**src/hdl/wst_pkg.sv**
```systemverilog
// Shared types and constants for the wait statistics table.
// Request, result and internal command formats, status and command codes.
// No dependencies.
package wst_pkg;

	localparam int TABLE_ENTRIES_DEF = 64;
	localparam int QUEUE_DEPTH       = 2;

	localparam int ADDR_W  = 48;
	localparam int TIME_W  = 64;
	localparam int COUNT_W = 32;
	localparam int KIND_W  = 2;
	localparam int INDEX_W = 6;
	localparam int USED_W  = 7;

	typedef enum logic [1:0] {
		CMD_RECORD = 2'd0,
		CMD_CLEAR  = 2'd1,
		CMD_READ   = 2'd2
	} cmd_t;

	typedef enum logic [2:0] {
		ST_UPDATED  = 3'd0,
		ST_INSERTED = 3'd1,
		ST_FULL     = 3'd2,
		ST_IGNORED  = 3'd3,
		ST_CLEARED  = 3'd4,
		ST_READ     = 3'd5
	} status_t;

	// operation decided by the front end
	typedef enum logic [2:0] {
		OP_IGNORE    = 3'd0,
		OP_RECORD    = 3'd1,
		OP_CLEAR     = 3'd2,
		OP_READ      = 3'd3,
		OP_READ_NONE = 3'd4
	} op_t;

	typedef struct packed {
		logic [1:0]         cmd;
		logic [ADDR_W-1:0]  caller_address;
		logic [TIME_W-1:0]  start_time;
		logic [TIME_W-1:0]  end_time;
		logic [KIND_W-1:0]  event_type;
		logic [INDEX_W-1:0] entry_index;
	} req_t;

	typedef struct packed {
		status_t            status;
		logic [ADDR_W-1:0]  entry_address;
		logic [KIND_W-1:0]  entry_kind;
		logic [COUNT_W-1:0] entry_count;
		logic [TIME_W-1:0]  entry_max_wait;
		logic [TIME_W-1:0]  entry_total_wait;
		logic [USED_W-1:0]  used_entries;
	} rsp_t;

	typedef struct packed {
		op_t                op;
		logic [ADDR_W-1:0]  addr;
		logic [TIME_W-1:0]  wait_time;
		logic [KIND_W-1:0]  kind;
		logic [INDEX_W-1:0] index;
	} desc_t;

	typedef struct packed {
		logic [ADDR_W-1:0] key;
		logic [KIND_W-1:0] kind;
	} key_ent_t;

	typedef struct packed {
		logic [COUNT_W-1:0] count;
		logic [TIME_W-1:0]  max_wait;
		logic [TIME_W-1:0]  total_wait;
	} stats_t;

endpackage

```
**src/hdl/wst_front.sv**
```systemverilog
// Front end: classifies an incoming request into a queued command.
// Works out the wait time and whether a record or read applies. Uses wst_pkg.
module wst_front
	import wst_pkg::*;
#(
	parameter int TABLE_ENTRIES = TABLE_ENTRIES_DEF
) (
	input  req_t  req,
	input  logic  stats_enable,
	output desc_t desc
);

	localparam int EW = $clog2(TABLE_ENTRIES + 1);
	localparam int IW = (EW > INDEX_W) ? EW : INDEX_W;

	logic in_range;

	assign in_range = (IW'(req.entry_index) < IW'(TABLE_ENTRIES));

	always_comb begin
		desc.addr      = req.caller_address;
		desc.wait_time = req.end_time - req.start_time;
		desc.kind      = req.event_type;
		desc.index     = req.entry_index;
		case (req.cmd)
			CMD_RECORD: begin
				// address zero is never recorded
				desc.op = (stats_enable && (req.caller_address != '0)) ? OP_RECORD : OP_IGNORE;
			end
			CMD_CLEAR: begin
				desc.op = OP_CLEAR;
			end
			CMD_READ: begin
				desc.op = in_range ? OP_READ : OP_READ_NONE;
			end
			default: begin
				desc.op = OP_IGNORE;
			end
		endcase
	end

endmodule

```
**config.mk**
```make
export PLATFORM = sky130hd
export DESIGN_NAME = wst_front
export DESIGN_NICKNAME = d
export VERILOG_FILES = /design/src/hdl/wst_pkg.sv /design/src/hdl/wst_front.sv
export SDC_FILE = /design/constraint.sdc
export NUM_CORES = 1
export LEC_CHECK = 0
export BUFFER_PORTS_ARGS = -buffer_cell sky130_fd_sc_hd__buf_2
export CAP_MARGIN = 20
export CORE_AREA = 4 4 118 120
export DETAILED_ROUTE_END_ITERATION = 10
export DIE_AREA = 0 0 122 124
export GPL_TIMING_DRIVEN = 0
export PLACE_DENSITY = 0.79
export SETUP_SLACK_MARGIN = 0.4
export SYNTH_ARGS = -nofsm -noshare
export SYNTH_HDL_FRONTEND = slang
export SYNTH_SLANG_ARGS = --single-unit
```
**constraint.sdc**
```tcl
create_clock -name vclk -period 3.4
set_clock_uncertainty 0.2 [all_clocks]
set_input_delay 0.17 -clock vclk [all_inputs]
set_output_delay 0.17 -clock vclk [all_outputs]
set_load 0.005 [all_outputs]
```
### Yosys cells after proc, flatten, opt, wreduce, memory -nomap -nowiden

Index checks and enable logic that the tools add are counted.

* bits in registers: 0
* memory bits (writable): 0
* logic and storage cells: 8
* latch bits: 0
* memories: 0
* input bits: 187
* memory bits (read-only): 0
* output and inout bits: 123

* bitwise logic cells: 0
* $lt $le $gt $ge: 0
* $mul: 0
* shifts and indexed selects: 0
* reduce and logical (&&, ||, !) cells: 3
* div/mod/pow operators: 0
* multiplexer cells: 2
* eq/ne operators: 2
* add/subtract/negate cells: 1

Operators with widths (count)
* $sub 64x64->64: 1
* $reduce_bool 48->1: 1
* $pmux 2 s3: 1
* $eq 2x1->1 const B: 1
* $eq 2x2->1 const B: 1
* $logic_not 2->1: 1
* $logic_and 1x1->1: 1
* $mux 1: 1

### Longest topological paths before layout

Gate-level depths: netlist of the first run.

* word-level depth: 4
* gate-level depth with buffers: 11
* mapped depth without buffers: 11

### Worst setup path after synthesis of the first run

OpenSTA, ideal clock, no wires.

* path kind: in2out
* start: input req[8] in the netlist's numbering
* end: output desc[62] in the netlist's numbering
* stages: 11
* path buffers: 0
* arrival: 2.270 ns
* path slack: 0.760 ns
* path through: inv_1 > ha_1 > fa_1 > nand2b_1 > a21oi_1 > o21ai_0 > a211oi_1 > o21ai_2 > o21ai_2 > a21oi_1 > o211a_1

RTL lines
* from (decl): line wst_front.sv:8 `input req_t req,`
* to (decl): line wst_front.sv:10 `output desc_t desc`

==> results of run 1 <==
==> what timing repair did <==
| item | 4_1_cts | 5_1_grt |
|---|---|---|
| hold endpoints to repair | 0 | 0 |
| gates resized for setup | 25 | 110 |
| setup endpoints to repair | 18 | 22 |
| cloned | 0 | 0 |
| setup buffers | 2 | 23 |
| pin swaps | 9 | 44 |
==> cell families (layout without fill, tap and decap cells) <==
group / after synthesis / count (layout) / synth area share
AO/OA/AOI/OAI: 227 / 227 / 0.314
other: 1 / 7 / 0.000763
adder cells (fa/ha/maj): 65 / 65 / 0.167
AND/OR/NAND/NOR: 203 / 203 / 0.217
multiplexers: 1 / 1 / 0.00204
XOR/XNOR: 57 / 57 / 0.102
buffers and inverters: 169 / 495 / 0.197
==> routing by layer <==
| metal | vias up | GRT usage |
|---|---|---|
| met3 | 43 | 0.0286 |
| met1 | 2992 | 0.262 |
| met5 | - | 0 |
| met2 | 320 | 0.426 |
| li1 | 3204 | - |
| met4 | 0 | 0.0595 |
==> power by group through the flow <==
stage | registers, mW | logic [mW] | clock network [mW]
global route | 0 | 1.60 | 0.000000118
global placement | 0 | 1.28 | 0
CTS | 0 | 1.33 | 0
detailed placement | 0 | 1.29 | 0
finish | 0 | 1.47 | 0.000000237
floorplan | 0 | 0.794 | 0
==> cell type report <==
cell class	count	area, µm²	share of cell area
multi-input combinational	554	4440	0.597
antenna	6	15.0	0.00202
timing repair buffer	326	1740	0.234
tap	176	220	0.0296
inverter	77	289	0.0389
buffer	92	728	0.0980
==> path summary, 6_finish.rpt <==
path	to	startpoint	slack (ns)	cells after the start
worst max-delay path	desc[62]	req[27]	0.40	11
worst min-delay path	desc[4]	req[4]	0.31	2
==> synthesized netlist by cell type, types with 12 or more instances <==
master / n
a21o_1: 24
a21oi_1: 72
buf_4: 63
ha_1: 64
inv_1: 77
nand2_1: 60
nand4_1: 28
nor2_1: 39
nor3_1: 12
nor4_1: 15
o21ai_0: 37
xnor2_1: 33
xor2_1: 24
==> per-stage QoR <==
step	power (mW)	cells	worst slack, ns
detailed placement	1.29	1200	0.0482
floorplan	0.794	723	0.760
finish	1.47	1231	0.398
CTS	1.33	1202	0.365
global placement	1.28	1200	0.0305
global route	1.61	1228	0.267
==> reports/results.ini, run 1 <==
[pwr]
clkPwrFrac=0
p_int_mw=0.697
combPwrFrac=1.000
power_density_mw_per_mm2=198
netSwitchingPower_mw=0.775
peakVddDrop_uv=107
cellLeakagePower_nw=3.81
p_seq_frac=0
p_sw_frac=0.526

[detailed_routing]
wl_met1_um=7210
drc=0
drtIter0Drc=309
num_vias=6559
ant_nets=0
avgViaCountPerCell=5.33
met3_length_um=1870
wl_per_cell_um=16.3
dr.pass1.iters=6
wl_met2_um=10400
highest_layer=met4
drt_wl_total_um=20100

[critical_path]
critPathTopFamily=compound AO/OA/AOI/OAI gates
crit_path_start_kind=input port
worst-endpoint-required_ns=3.03
cp_cell_sequence=buf_2, ha_1, buf_6, a21oi_2, o21ai_1, or4_1, o21ai_4, o21ai_4, a2111o_1, o211a_1, buf_2
crit_path_max_incr_delay_ns=0.56
path_buf_inv=3
worstPathMaxFanout=7
path_class=in -> out
cp.arrival_ns=2.63
critical_path.endpoint_type=primary output
cpMaxStageDelayCell=or4_1

[synth]
syn_area_mm2=0.00491
ys_seq_area_frac=0
synth_cell_types=77
synth_top_area_frac=0.163
avgSynthCellArea_um2=6.80
synth.largest_area_cell=ha_1
synth_nets=975
yosys_warnings=0
yosys-top-cells-area=ha_1 (16%), buf_4 (9.6%), a21oi_1 (7.3%)
synthCells=723

[final_layout]
clkbuf_count=0
layout.nets=1303
final_cell_area_mm2=0.00743
syn_to_final_growth_pct=51.3
final_core_util=0.573
final_cell_mix=buf_2 (295), buf_4 (87), inv_1 (71)
drive_gt1_frac=0.497
final_common_cell=buf_2
fill_cells=1233
nFlopsAndLatches=0
seqCellArea_um2=0

[placed_design]
io_buffers=301
post-dp-hpwl_um=16800
postPlaceCellArea_mm2=0.00664
routabilityCongestion=0.943

[sta]
period_needed_ns=3.00
rsz0062_at_grt=true
holdWs_ns=0.307
hold_viol=0
fin_setup_tns_ns=0
fin_crit_sh=0.883
tightest_slew_ns=0.511
slew_headroom=0.657
fmax_mhz=333
slew_violations=0
setup_viol=0

[grt]
grt.overflow.total=0
antenna_found_initial=6
grt_max_degree=11
grtUsageTotal=0.224
grt_pass1_vias=5752
grt_first_pass_wirelength_um=27600

[floorplan]
row_count=42
die_x_um=122
core_mm2=0.0130
die_h_um=124
start_util=0.379
pin_count=310
dieArea_mm2=0.0151

[run_status]
status=completed

[clock_network]
cts_hold_buf=0

[min_path]
hold_class=in -> out

[run]
drv_cap=0

Power figures use the tool's default switching activity.
==> run 2: changes to the inputs <==
--- a/config.mk
+++ b/config.mk
@@ -11,7 +11,7 @@
 export DETAILED_ROUTE_END_ITERATION = 10
 export DIE_AREA = 0 0 122 124
 export GPL_TIMING_DRIVEN = 0
-export PLACE_DENSITY = 0.79
+export PLACE_DENSITY = 0.82
 export SETUP_SLACK_MARGIN = 0.4
 export SYNTH_ARGS = -nofsm -noshare
 export SYNTH_HDL_FRONTEND = slang
==> constraint.sdc (replaced) <==
create_clock -name vclk -period 2.7
set_clock_uncertainty 0.2 [all_clocks]
set_input_delay 0.135 -clock vclk [all_inputs]
set_output_delay 0.135 -clock vclk [all_outputs]
set_load 0.005 [all_outputs]
==> reports/results.ini, run 2 (synthesized netlist as in run 1, its figures left out) <==
[sta]
fin_crit_sh=1.11
tightest_slew_ns=0.547
setup_viol=27
period_needed_ns=3.01
hold_viol=0
rsz0062_at_grt=true
fmax_mhz=332
fin_setup_tns_ns=-3.83
layout_setup_ws_ns=-0.308
holdWs_ns=0.236
slew_violations=0
slew_headroom=0.632

[grt]
met3_usage=0.0404
grt_max_degree=11
grt_pass1_vias=6858
met1_usage=0.280
grt.overflow.total=0
grt_first_pass_wirelength_um=33100
antenna_found_initial=7
grtUsageTotal=0.269
grt-busiest-layer=met2
use_met2=0.522

[final_layout]
nFlopsAndLatches=0
final_common_cell=buf_2
syn_to_final_growth_pct=95.7
drive_gt1_frac=0.643
final_cell_mix=buf_2 (272), buf_4 (123), buf_6 (90)
clkbuf_count=0
seqCellArea_um2=0
fill_cells=852
layout.nets=1386

[placed_design]
io_buffers=301
post-dp-hpwl_um=16500
routabilityCongestion=0.910

[detailed_routing]
drtIter0Drc=531
wl_per_cell_um=20.0
ant_nets=0
num_vias=7467
drt_wl_total_um=26300
drc=0
dr.pass1.iters=5
avgViaCountPerCell=5.69

[critical_path]
worstPathMaxFanout=5
path_class=in -> out
crit_path_start_kind=input port
critical_path.endpoint_type=primary output
cp.arrival_ns=2.67
worst-endpoint-required_ns=2.37

[min_path]
hold_class=in -> out

[pwr]
power_density_mw_per_mm2=268
p_total_mw=2.58
peakVddDrop_uv=208
cellLeakagePower_nw=4.58

[floorplan]
die_h_um=124
die_x_um=122
pin_count=310
dieArea_mm2=0.0151
row_count=42
core_mm2=0.0130
start_util=0.379

[run]
drv_cap=0

[run_status]
failed_checks=negative setup slack
status=finished with violations

[run 2: per-stage QoR]
step / cells / instance area [µm²] / utilization / worst slack, ns
floorplan: 723 / 5340 / - / 0.251
global placement: 1200 / 7070 / 0.545 / -0.336
detailed placement: 1200 / 7070 / 0.545 / -0.342
CTS: 1271 / 8650 / 0.666 / -0.148
global route: 1312 / 9610 / 0.741 / -0.340
finish: 1313 / 9620 / 0.741 / -0.308
[run 2: final cells by class]
class / instances / area, µm² / area share
plain buffers: 92 / 793 / 0.0825
repair buffers: 409 / 2700 / 0.281
well taps: 176 / 220 / 0.0229
multi-input cells: 554 / 5550 / 0.577
diodes: 5 / 12.5 / 0.00130
inverters: 77 / 339 / 0.0353
[run 2: report_power, final]
part           internal, mW  switching [mW]
registers                 0               0
clock network   0.000000248               0
logic                  1.26            1.32
total                  1.26            1.32
[run 2: per-layer routing]
layer	share of wire	vias to the layer above	wire, µm
met1	0.33	3418	8780
met3	0.083	176	2180
li1	-	3361	-
met2	0.51	510	13300
met5	0.00072	-	19
met4	0.075	2	1980
[run 2: path summary, 6_finish.rpt]
path / start / endpoint / cells past startpoint / slack [ns]
max: req[38] / desc[51] / 13 / -0.31
min: req[3] / desc[3] / 2 / 0.24
[run 2: worst max-delay path: stages]
cell and delay (ns):
buf_6 0.09, ha_4 0.27, buf_12 0.11, buf_12 0.11, nand4_1 0.27, buf_4 0.26, o31ai_4 0.33, buf_4 0.19
a21oi_4 0.05, o31ai_4 0.25, a41oi_1 0.18, xnor2_1 0.25, buf_2 0.17
[run 2: what timing repair did]
action | in CTS | in global routing
hold buffers | 0 | 0
pin swaps | 103 | 81
gates resized for setup | 214 | 131
setup buffers | 71 | 37
setup endpoints to repair | 46 | 48
==> run 3: changes to the inputs <==
--- a/config.mk
+++ b/config.mk
@@ -12,6 +12,7 @@
 export DIE_AREA = 0 0 122 124
 export GPL_TIMING_DRIVEN = 0
 export PLACE_DENSITY = 0.82
+export REMOVE_ABC_BUFFERS = 1
 export SETUP_SLACK_MARGIN = 0.4
 export SYNTH_ARGS = -nofsm -noshare
 export SYNTH_HDL_FRONTEND = slang
==> reports/results.ini, run 3 (synthesized netlist as in run 1, its figures left out) <==
[detailed_routing]
ant_nets=0
wl_per_cell_um=20.8
highest_layer=met4
wl_met1_um=8400
drt_wl_total_um=25100
wl_met2_um=12900
drc=0
met3_length_um=1990
avgViaCountPerCell=5.94
num_vias=7184
dr.pass1.iters=6
drtIter0Drc=610

[grt]
grt_first_pass_wirelength_um=32400
grt.overflow.total=0
antenna_found_initial=2
grt_max_degree=13
grt_pass1_vias=6421
grtUsageTotal=0.263

[final_layout]
final_cell_area_mm2=0.00860
fill_cells=994
nFlopsAndLatches=0
seqCellArea_um2=0
syn_to_final_growth_pct=75.0
drive_gt1_frac=0.614
final_cell_mix=buf_2 (269), buf_4 (74), buf_6 (56)
clkbuf_count=0
final_common_cell=buf_2
layout.nets=1286

[placed_design]
postPlaceCellArea_mm2=0.00592
routabilityCongestion=0.956
io_buffers=293
post-dp-hpwl_um=15800

[critical_path]
cpMaxStageDelayCell=a221oi_2
cp.arrival_ns=2.60
critical_path.endpoint_type=primary output
crit_path_max_incr_delay_ns=0.35
crit_path_start_kind=input port
worstPathMaxFanout=4
path_class=in -> out
crit_path_frequent_cell=buf_2
worst-endpoint-required_ns=2.37
cp_cell_sequence=buf_2, inv_1, ha_4, buf_4, nand3_1, nand2_1, a221oi_2, o21ai_1, nor3b_4, o31ai_4, nand2b_1, a311oi_2, buf_2

[sta]
rsz0062_at_grt=true
fin_crit_sh=1.09
fmax_mhz=340
setup_viol=23
tightest_slew_ns=0.490
slew_headroom=0.670
hold_viol=0
period_needed_ns=2.94
slew_violations=0
layout_setup_ws_ns=-0.239
fin_setup_tns_ns=-2.02

[pwr]
peakVddDrop_uv=189
power_density_mw_per_mm2=278
cellLeakagePower_nw=3.99

[floorplan]
die_h_um=124
core_mm2=0.0130
dieArea_mm2=0.0151
die_x_um=122
start_util=0.379
row_count=42
pin_count=310

[run_status]
status=finished with violations
failed_checks=negative setup slack

[run]
drv_cap=0

[clock_network]
cts_hold_buf=0

[min_path]
hold_class=in -> out

-- run 3: final cells by class --
type / instances / area, µm² / share of cell area
antenna: 2 / 5.00 / 0.000582
inverter: 77 / 309 / 0.0359
tap: 176 / 220 / 0.0256
multi-input combinational: 554 / 5500 / 0.640
timing repair buffer: 401 / 2560 / 0.298
-- run 3: report_power, final --
part	switching, mW	internal (mW)	leakage (nW)
clock network	0	0.0000000993	0.0000127
logic	1.24	1.15	3.99
registers	0	0	0
-- run 3: what timing repair did --
action,in CTS,in global routing
setup endpoints to repair,49,49
resized for setup,235,152
buffers inserted,56,52
pin swaps,87,96
gates cloned,0,0
-- run 3: path summary, 6_finish.rpt --
kind  startpoint       end  cells past startpoint
min       req[0]   desc[0]                      0
max     req[105]  desc[68]                     13
-- run 3: metrics by stage --
stage / instances / hold WS (ns) / util / power [mW] / setup slack [ns]
after floorplan: 631 / 0.0700 / - / 0.886 / 0.130
after global placement: 1100 / 0.0701 / 0.456 / 1.49 / -0.590
after detailed placement: 1100 / 0.0701 / 0.456 / 1.50 / -0.646
after CTS: 1156 / 0.0701 / 0.577 / 1.92 / -0.0886
after global routing: 1210 / 0.0700 / 0.662 / 2.53 / -0.319
final: 1210 / 0.0700 / 0.662 / 2.39 / -0.239
-- run 3: critical path: cells and delay by family --
kind	cells	cell delay [ns]
and+or+nand+nor	4	0.58
AOI/OAI and AO/OA	4	1.13
adders and majority gates	1	0.24
buffers and inverters	4	0.52
-- run 3: routing by layer --
layer / GRT usage / vias to the layer above
met5: 0 / -
met2: 0.500 / 526
met3: 0.0313 / 165
met4: 0.119 / 0
met1: 0.291 / 3327
li1: - / 3166
