File: src/hdl/wst_fifo.sv
// Small synchronous queue with push/full and pop/empty sides.
// Used for the command queue and the result queue. No dependencies.
module wst_fifo #(
	parameter int WIDTH = 8,
	parameter int DEPTH = 2
) (
	input  logic             clk,
	input  logic             arst_n,
	input  logic             push,
	input  logic [WIDTH-1:0] wdata,
	output logic             full,
	input  logic             pop,
	output logic [WIDTH-1:0] rdata,
	output logic             empty
);

	localparam int PW = (DEPTH > 1) ? $clog2(DEPTH) : 1;
	localparam int NW = $clog2(DEPTH + 1);

	logic [WIDTH-1:0] mem_q [DEPTH];
	logic [PW-1:0]    wr_ptr_q;
	logic [PW-1:0]    rd_ptr_q;
	logic [NW-1:0]    cnt_q;
	logic             do_push;
	logic             do_pop;

	assign full    = (cnt_q == NW'(DEPTH));
	assign empty   = (cnt_q == '0);
	assign do_push = push && !full;
	assign do_pop  = pop && !empty;
	assign rdata   = mem_q[rd_ptr_q];

	always_ff @(posedge clk) begin
		if (do_push) begin
			mem_q[wr_ptr_q] <= wdata;
		end
	end

	always_ff @(posedge clk or negedge arst_n) begin
		if (!arst_n) begin
			wr_ptr_q <= '0;
			rd_ptr_q <= '0;
			cnt_q    <= '0;
		end else begin
			if (do_push) begin
				wr_ptr_q <= (wr_ptr_q == PW'(DEPTH - 1)) ? '0 : wr_ptr_q + 1'b1;
			end
			if (do_pop) begin
				rd_ptr_q <= (rd_ptr_q == PW'(DEPTH - 1)) ? '0 : rd_ptr_q + 1'b1;
			end
			if (do_push && !do_pop) begin
				cnt_q <= cnt_q + 1'b1;
			end else if (do_pop && !do_push) begin
				cnt_q <= cnt_q - 1'b1;
			end
		end
	end

endmodule

File: config.mk
export PLATFORM = sky130hd
export DESIGN_NAME = wst_fifo
export DESIGN_NICKNAME = d
export VERILOG_FILES = /design/src/hdl/wst_fifo.sv
export SDC_FILE = /design/constraint.sdc
export NUM_CORES = 1
export LEC_CHECK = 0
export BUFFER_PORTS_ARGS = -buffer_cell sky130_fd_sc_hd__clkbuf_2
export CAP_MARGIN = 20
export CORE_MARGIN = 4
export CORE_UTILIZATION = 35
export CTS_CLUSTER_DIAMETER = 100
export CTS_CLUSTER_SIZE = 40
export DETAILED_ROUTE_END_ITERATION = 6
export PLACE_DENSITY = 0.56
export SKIP_LAST_GASP = 1
export SLEW_MARGIN = 20
export SYNTH_ARGS = -nofsm -noshare
export SYNTH_HDL_FRONTEND = slang
export SYNTH_SLANG_ARGS = --single-unit
File: constraint.sdc
create_clock -name clk -period 1.5 [get_ports clk]
set_input_delay 0.15 -clock clk [delete_from_list [all_inputs] [get_ports clk]]
set_output_delay 0.15 -clock clk [all_outputs]
set_load 0.005 [all_outputs]
[Word-level counts from Yosys, hierarchy flattened]
Memories as Yosys holds them, arrays and structs flattened.
Cells that the tools add are included.
Cells by class
  equal/unequal tests: 1
  reductions and logical operators: 10
  muxes and demuxes: 6
  $add $sub $neg: 4
Operator list (number)
  logical AND 1 bit: 4
  zero test 1 bit: 4
  two-way mux 1 bit: 4
  two-way mux 2 bit: 2
  adder 1 bit, second input constant: 2
  adder 2 x 1 -> 2 bit, second input constant: 1
  == test 2 bit, second input constant: 1
  zero test 2 bit: 1
  nonzero test 2 bit: 1
  subtractor 2 x 1 -> 2 bit, second input constant: 1
Word-level totals
  memories kept: 1
  word-level logic and storage cells: 25
  bits in writable memories: 16
  register bits after elaboration: 4
  bits of input ports: 12
  output and inout bits: 10
Memory list
  mem_q: depth 2, bits a word 8, read ports 1, clocked after memory_dff 0, write ports 1, RTL line 20  | logic [WIDTH-1:0] mem_q [DEPTH];

[Depth between registers and ports, before layout]
Gate-level depths: netlist (run 1).
  depth after elaboration: 7
  depth in mapped cells: 7
  depth with buffers taken out: 7

[Worst setup path before layout (run 1)]
OpenSTA, ideal clock, no wires.
  path type: register to register
  from: reg cnt_q[0]
  to: mem mem_q[0][0], enable pin
  path slack: 0.108 ns
  buffers on the path: 0
  data arrival time: 1.022 ns
  cell stages (with the launch flop): 4
  clock period less this slack: 1.392 ns
  required time: 1.130 ns
  setup time: 0.370 ns
  path through: dfrtp_1 nand2b_1 nand2_2 nor2_1
Between the ends
  cells in the longest elaborated chain, start to end: 5
Ends and longest elaborated chain
  start, declared: RTL line 23  | logic [NW-1:0] cnt_q;
  start signal, assigned: RTL line 52  | cnt_q <= cnt_q + 1'b1;
  start signal, assigned: RTL line 54  | cnt_q <= cnt_q - 1'b1;
  == test 2 bit: RTL line 27  | assign full = (cnt_q == NW'(DEPTH));
  zero test 1 bit: RTL line 29  | assign do_push = push && !full;
  logical AND 1 bit: RTL line 29
  two-way mux 1 bit: RTL line 34  | if (do_push) begin
  two-way mux 1 bit (not written as such): RTL line 35  | mem_q[wr_ptr_q] <= wdata;
  end, declared: RTL line 20
Every way passes these cells.

[Final worst setup path (run 1)]
  from: reg rd_ptr_q
  to: out rdata[2]
Between the ends
  cells in the longest elaborated chain, start to end: 1
Ends and longest elaborated chain
  start, declared: RTL line 22  | logic [PW-1:0] rd_ptr_q;
  start signal, assigned: RTL line 49  | rd_ptr_q <= (rd_ptr_q == PW'(DEPTH - 1)) ? '0 : rd_ptr_q + 1'b1;
  memory (2 x 8 bit)
  end, declared: RTL line 13  | output logic [WIDTH-1:0] rdata,
Every way passes these cells.

==> out/results.txt, run 1 <==
Start of the worst register-to-register path = cnt_q[1]
Longest Clk Path Bufs = 2
Crit share post-route = 93.9%
Critical Path Start Type = register
Layout cell share with drive strength beyond 1 = 49.3%
Leakage = 0.434 nW
Reg-to-Reg End = cnt_q[1]
Starting Density = 38.3%
Nets = 87
Final hold vios = 0
Commonest non-fill, non-tap cell in the layout = clkbuf_2
CTS tree = done
Htree depth = 1
Final total power = 1.94 mW
Worst slew margin = 85.9%
R2R cell count = 5
Worst Hold Class = primary input to register
Root Driver = clkbuf_4
Pwr Density = 1900 mW/mm^2
Drt wl/cell = 11.3 um
RSZ-0062 raised after global routing = false
Critical Path AT = 1.26 ns
Clock skew = 0.00896 ns
Crit Path Max Fanout = 9
Placed wire-length estimate = 843 um
GR Overflow Total = 0
Kind of critical path = register to output port
Hold Path Depth = 1
Syn Std Cell Area = 782 sq um
Seq/Total Area, Yosys = 74.2%
Max-cap violations = 0
Fillcell total = 189
Final min period = 1.41 ns
Worst-skew pair later-pin latency = 0.29 ns
Fin. max-slew vios = 0
Die area = 0.00305 sq mm
Worst EP required = 1.35 ns
Vias in the first global route = 445
Initial DRC count = 1
Worst-Margin Slew = 0.210 ns
Most frequent cells in the layout = 21 x clkbuf_2, 16 x edfxtp_1, 6 x mux2_1
Antenna Cells = 0
Netlist cell types = 15
Net Count, Synth = 57
I/O Pins = 22
First-pass GRT wire length = 1890 um
Final Core Density = 49.9%
Routed Antenna Nets = 0
DRT Wirelength = 1130 um
Worst Setup SP = rd_ptr_q
Bufs and invs on worst path = 1
Post-DR vias/cell = 4.19
Clock transition at the registers of the reported paths = 0.11 ns
Final Setup Violations = 0
IO buf count = 21
Flop and latch count out of synthesis = 20
Mean Syn Cell Area = 17.8 sq um
R2R setup slack = 0.14 ns
Cells after synthesis = 44
Syn. warnings = 0
CTS Sinks = 20
Site row count = 16
Total CTS buffers = 3
Pre-Repair DR Iteration Count = 2
Via count = 419
Core ar. = 0.00204 sq mm
Hold_sp = wdata[4]
Largest net degree at the start of global routing = 13
DRC Markers = 0
Critical-path cell with the highest stage delay = dfrtp_2
Crit. End Element = output port
Final TNS setup = 0 ns
Die W = 55.3 um
Slowest stage delay, CP = 0.50 ns
Max VDD drop = 1100 uV
Antenna violations before repair = 0
Crit-path leading delay family = flip-flops
Gr usage total = 7.82%
Hold EP = mem_q[0][4]
Routability cong. = 0.657
Area growth syn-to-layout = 30.4%
Status = finished, final reports clean
Fmax achieved = 0.710 GHz
Die H = 55.3 um
Worst path cell trace = mux2_2 > clkbuf_2
worst max-delay path by stage:
stage | cells after the start | slack, ns | to
floorplan | 3 | 0.11 | mem_q[0][0]
global placement | 6 | 0.13 | cnt_q[1]
detailed placement | 6 | 0.1 | cnt_q[1]
CTS | 2 | 0.04 | rdata[2]
global route | 2 | 0.009 | rdata[2]
finish | 2 | 0.09 | rdata[2]
power by group:
group	total [mW]	internal (mW)	switching (mW)
clock network	0.426	0.270	0.156
logic	0.619	0.358	0.262
registers	0.895	0.778	0.117
metal layers:
layer	track usage, %	part of all wire (%)
met2	11.7	44
met3	2.56	7.5
met1	10.5	48
met5	0	0
met4	3.13	0
cell type report:
class / count / area (sq um) / share of cell area, %
sequential: 20 / 582 / 57.1
multi-input combinational: 21 / 199 / 19.5
clock inverter: 1 / 30.0 / 2.94
clock buffer: 3 / 22.5 / 2.21
inverter: 2 / 7.51 / 0.736
tap: 27 / 33.8 / 3.31
timing repair buffer: 26 / 145 / 14.2
Yosys cell counts:
library cell / instances / area share, %
ha_1: 1 / 1.6
inv_1: 2 / 0.96
mux2_2: 2 / 2.9
dfrtp_1: 4 / 13
nand2_2: 1 / 0.80
buf_2: 1 / 0.64
nor2_1: 3 / 1.4
nand2b_1: 1 / 0.80
edfxtp_1: 16 / 61
xnor2_2: 1 / 2.1
and3_1: 1 / 0.80
xor2_1: 2 / 2.2
xnor2_1: 2 / 2.2
o21ai_1: 1 / 0.64
mux2_1: 6 / 8.6
what timing repair did:
| action | CTS | global route |
|---|---|---|
| pin swaps | 0 | 1 |
| setup buffers | 0 | 1 |
| hold buffers | 1 | 0 |
| setup endpoints to repair | 8 | 4 |
| endpoints found under the hold margin | 4 | 0 |
| resized for setup | 1 | 2 |
registers in the layout, indices dropped and copies added (netlist names):
name / cells
wr_ptr_q: 1
mem_q: 16
cnt_q: 2
rd_ptr_q: 1
stage by stage:
stage | setup WS [ns] | cells | hold WS [ns] | instance area [sq um]
3_3_place_gp | 0.134 | 94 | -0.0335 | 938
6_report | 0.0908 | 100 | 0.0343 | 1020
4_1_cts | 0.0401 | 99 | 0.0266 | 1000
2_1_floorplan | 0.108 | 44 | -0.146 | 782
3_5_place_dp | 0.0972 | 94 | -0.0344 | 938
5_1_grt | 0.00871 | 100 | 0.0183 | 1020
cells by family after synthesis:
| logic type | share of synthesized area [%] |
|---|---|
| AND/OR/NAND/NOR | 3.84 |
| adder cells (fa/ha/maj) | 1.60 |
| flip-flops | 74.2 |
| XOR/XNOR | 6.56 |
| AO/OA/AOI/OAI | 0.639 |
| buffers and inverters | 1.60 |
| multiplexers | 11.5 |
Power figures use the tool's default switching activity.
==> run 2: changes to the inputs <==
- CORE_MARGIN: 4 -> 8
- MAX_ROUTING_LAYER: default -> met4
==> run 2 against run 1 <==
Net effect:
- routed wire length up 14%
- flip-flop and latch count unchanged
- clock power down 46%
- critical endpoint is now rdata[4]
- setup slack worse by 0.018 ns
- design area down 2.9%
- highest routed layer is now met4
- fmax down 1.3%
- core utilization down 4.3 points
- largest cell class unchanged
- power down 10%
- critical path depth unchanged
- hold slack better by 0.017 ns
==> out/results.txt, run 2 (synthesis gave the netlist of run 1 again) <==
First-pass GRT wire length = 2130 um
Max VDD drop = 969 uV
Starting Density = 36.0%
Crit share post-route = 95.1%
Via count = 435
Htree depth = 1
Worst path cell trace = mux2_1 > clkbuf_2
DRC Markers = 0
Hold EP = mem_q[0][5]
Longest Clk Path Bufs = 2
Crit. End Element = output port
R2R setup slack = 0.14 ns
Initial DRC count = 4
Crit Path Max Fanout = 9
Max-cap violations = 0
Placed wire-length estimate = 973 um
Fin. max-slew vios = 0
Largest net degree at the start of global routing = 11
Slowest stage delay, CP = 0.51 ns
R2R cell count = 6
Hold Path Depth = 1
DRT Wirelength = 1290 um
Largest registers = mem_q x16, cnt_q x2
Final std cells w/o fill = 100
Area growth syn-to-layout = 26.6%
Final TNS setup = 0 ns
Gr usage total = 6.95%
I/O Pins = 22
Crit-path leading delay family = flip-flops
Die area = 0.00400 sq mm
CTS tree = done
Core ar. = 0.00217 sq mm
Clock transition at the registers of the reported paths = 0.10 ns
Total CTS buffers = 3
Worst-Margin Slew = 0.390 ns
Hold_sp = wdata[5]
Max reg flops = 16
Worst EP required = 1.35 ns
Critical-path cell with the highest stage delay = dfrtp_2
Final hold vios = 0
Status = finished, final reports clean
Pre-Repair DR Iteration Count = 2
Antenna Cells = 0
Worst-skew pair later-pin latency = 0.28 ns
Final Core Density = 45.6%
Leakage = 0.419 nW
Kind of critical path = register to output port
Antenna violations before repair = 0
Fmax achieved = 0.701 GHz
Site row count = 17
RSZ-0062 raised after global routing = false
Critical Path Start Type = register
Clock skew = 0.000618 ns
Final Setup Violations = 0
Die H = 63.3 um
Reg-to-Reg End = cnt_q[1]
Routability cong. = 0.647
Routed Antenna Nets = 0
Nets = 87
Critical Path AT = 1.28 ns
Worst Hold Class = primary input to register
Layout cell share with drive strength beyond 1 = 48.6%
Placed cells = 93
Most frequent cells in the layout = 21 x clkbuf_2, 16 x edfxtp_1, 6 x mux2_1
Worst slew margin = 74.0%
Vias in the first global route = 474
Bufs and invs on worst path = 1
Biggest register = mem_q
Commonest non-fill, non-tap cell in the layout = clkbuf_2
Setup WS pre-CTS = 0.0200 ns
GR Overflow Total = 0
CTS Sinks = 20
Drt wl/cell = 12.9 um
Die W = 63.3 um
Setup ws final = 0.0728 ns
Root Driver = clkbuf_4
Start of the worst register-to-register path = cnt_q[0]
Pwr Density = 1760 mW/mm^2
IO buf count = 21
Final min period = 1.43 ns
Post-DR vias/cell = 4.35
## run 2: metal layers
metal	part of all wire, %	vias up	global-route usage, %
met1	41	205	7.33
met4	1.5	0	4.18
met5	0	-	-
met2	52	15	11.4
li1	-	213	-
met3	5.7	2	1.94
## run 2: worst max path at each step
stage	startpoint	end	slack (ns)	depth (start not counted)
final	rd_ptr_q	rdata[4]	0.07	2
after floorplan	cnt_q[0]	mem_q[0][0]	0.11	3
after CTS	cnt_q[0]	cnt_q[1]	0.01	6
after detailed placement	cnt_q[0]	cnt_q[1]	0.02	6
after global routing	rd_ptr_q	rdata[4]	0.009	2
after global placement	cnt_q[0]	cnt_q[1]	0.06	6
## run 2: layout make-up
cell class	instances	area (sq um)
multi-input combinational	21	196
tap	28	35.0
fill	221	1180
clock buffer	3	22.5
inverter	2	7.51
timing repair buffer	26	145
sequential	20	583
## run 2: per-stage QoR
step	area, sq um	power [mW]	hold slack (ns)
6_report	990	1.74	0.0508
3_5_place_dp	925	1.47	-0.0341
4_1_cts	958	1.70	0.0406
3_3_place_gp	925	1.45	-0.0365
2_1_floorplan	782	1.23	-0.146
5_1_grt	990	1.87	0.0324
## run 2: repair_timing
| item | in CTS | in global routing |
|---|---|---|
| gates cloned | 0 | 0 |
| setup buffers | 0 | 3 |
| gates resized for setup | 1 | 2 |
| pin swaps | 0 | 1 |
| hold buffers | 1 | 0 |
| setup endpoints to repair | 8 | 1 |
| endpoints found under the hold margin | 4 | 0 |
## run 2: power by group
group	switching, mW	total [mW]	internal (mW)	leakage, nW
Combinational	0.250	0.602	0.352	0.212
Sequential	0.127	0.908	0.781	0.193
Clock	0.139	0.232	0.0931	0.0138
Total	0.515	1.74	1.23	0.419
==> run 3: changes to the inputs <==
- CORE_ASPECT_RATIO: default -> 1.2
- CORE_MARGIN: 8 -> 2
==> run 3 against run 2 <==
Net effect:
- first-iteration DRC count unchanged
- non-clock buffer count decreased by 2
- flip-flop and latch count stayed put
- die area is 34% lower
- final cell count is 1.0% higher
- sequential power down 2%
- design area fell by 1.5%
- critical endpoint is now cnt_q[1]
- largest power group unchanged
- highest routed layer unchanged
==> out/results.txt, run 3 (synthesis gave the netlist of run 1 again) <==
Die H = 55.8 um
Worst Hold Class = primary input to register
Fin. max-slew vios = 0
Clock skew = 0.00819 ns
Post-DR vias/cell = 4.39
Cell Area, Placed = 927 sq um
GR Overflow Total = 0
Final min period = 1.43 ns
Antenna violations before repair = 0
Routability cong. = 0.570
Crit share post-route = 95.3%
Critical Path Start Type = register
Max VDD drop = 847 uV
R2R cell count = 6
I/O Pins = 22
Placed cells = 95
Vias in the first global route = 431
Kind of critical path = register to register
Max-cap violations = 0
IO buf count = 21
Critical Path AT = 1.64 ns
Setup ws final = 0.0699 ns
First-pass GRT wire length = 1780 um
DRT Wirelength = 1130 um
Htree depth = 1
Crit Path Max Fanout = 4
Commonest non-fill, non-tap cell in the layout = clkbuf_2
Starting Density = 37.3%
Die W = 47.2 um
Drt wl/cell = 11.2 um
Final total power = 1.70 mW
Area growth syn-to-layout = 24.6%
CTS Sinks = 20
R2R setup slack = 0.07 ns
Largest net degree at the start of global routing = 12
Finished Cell Area = 975 sq um
Timing endpoint of the critical path = cnt_q[1]
Routed Antenna Nets = 0
Root Driver = clkbuf_4
Longest Clk Path Bufs = 2
Layout cell share with drive strength beyond 1 = 45.1%
DRC Markers = 0
Final Setup Violations = 0
Start of the worst register-to-register path = cnt_q[0]
Gr usage total = 9.68%
Die area = 0.00263 sq mm
Most frequent cells in the layout = 21 x clkbuf_2, 16 x edfxtp_1, 6 x mux2_1
Status = finished, final reports clean
Biggest register = mem_q
Setup WS pre-CTS = 0.0388 ns
Leakage = 0.406 nW
Worst EP required = 1.71 ns
Final std cells w/o fill = 101
Worst-skew pair later-pin latency = 0.28 ns
Reg-to-Reg End = cnt_q[1]
Worst-Margin Slew = 0.413 ns
Final hold vios = 0
Max reg flops = 16
Worst Setup SP = cnt_q[0]
Clock transition at the registers of the reported paths = 0.11 ns
Via count = 443
Placed wire-length estimate = 843 um
Nets = 85
Pre-Repair DR Iteration Count = 2
Site row count = 18
Crit. End Element = register
Total CTS buffers = 3
Largest registers = mem_q x16, cnt_q x2
Pwr Density = 1750 mW/mm^2
Antenna Cells = 0
Worst slew margin = 72.5%
CTS tree = done
Initial DRC count = 4
Fmax achieved = 0.699 GHz
Core ar. = 0.00209 sq mm
run 3: cell count changes in the layout (fill, tap and decap cells not counted), sizes merged:
cell | before | now
buf | 4 | 2
clkbuf | 24 | 25
run 3: per-layer routing:
layer | track usage, % | vias to the layer above | part of all wire (%)
li1 | - | 210 | -
met1 | 10.2 | 218 | 40
met5 | - | - | 0
met3 | 3.25 | 2 | 5.8
met4 | 3.57 | 0 | 1.2
met2 | 16.0 | 13 | 53
run 3: final cells by class:
cell class	count	area (sq um)
well taps	30	37.5
repair buffers	24	130
inverters	2	7.51
clock buffers	4	26.3
flip-flops and latches	20	582
multi-input cells	21	191
fillers	208	1120
run 3: how the worst min path moves through the flow:
stage | from | endpoint | slack [ns] | depth (start not counted)
2_1_floorplan | arst_n | cnt_q[0] | -0.15 | 0
3_3_place_gp | arst_n | cnt_q[1] | -0.03 | 1
3_5_place_dp | arst_n | cnt_q[0] | -0.03 | 1
4_1_cts | wdata[2] | mem_q[0][2] | 0.04 | 1
5_1_grt | wdata[2] | mem_q[1][2] | 0.03 | 1
6_report | wdata[2] | mem_q[0][2] | 0.05 | 1
run 3: power breakdown:
group	switching [mW]	leakage [nW]	internal, mW
Sequential	0.114	0.194	0.778
Combinational	0.247	0.196	0.315
Clock	0.144	0.0150	0.103
run 3: critical path, cell delays in order (launching register included):
cell	delay [ns]
dfrtp_1	0.43
nand2b_1	0.20
nand2_2	0.12
inv_1	0.05
ha_1	0.31
nor2_2	0.12
xor2_1	0.14
run 3: metrics by stage:
step | TNS [ns] | util, % | hold WS, ns
floorplan | 0 | - | -0.146
global placement | 0 | 44.3 | -0.0320
detailed placement | 0 | 44.3 | -0.0308
CTS | 0 | 46.1 | 0.0412
global route | -0.0178 | 46.5 | 0.0320
finish | 0 | 46.5 | 0.0457
run 3: timing repair:
item                                   in CTS  in global routing
pin swaps                                   0                  0
setup endpoints to repair                   8                  1
resized for setup                           1                  1
endpoints found under the hold margin       4                  0
hold buffers                                1                  0
setup buffers                               0                  1
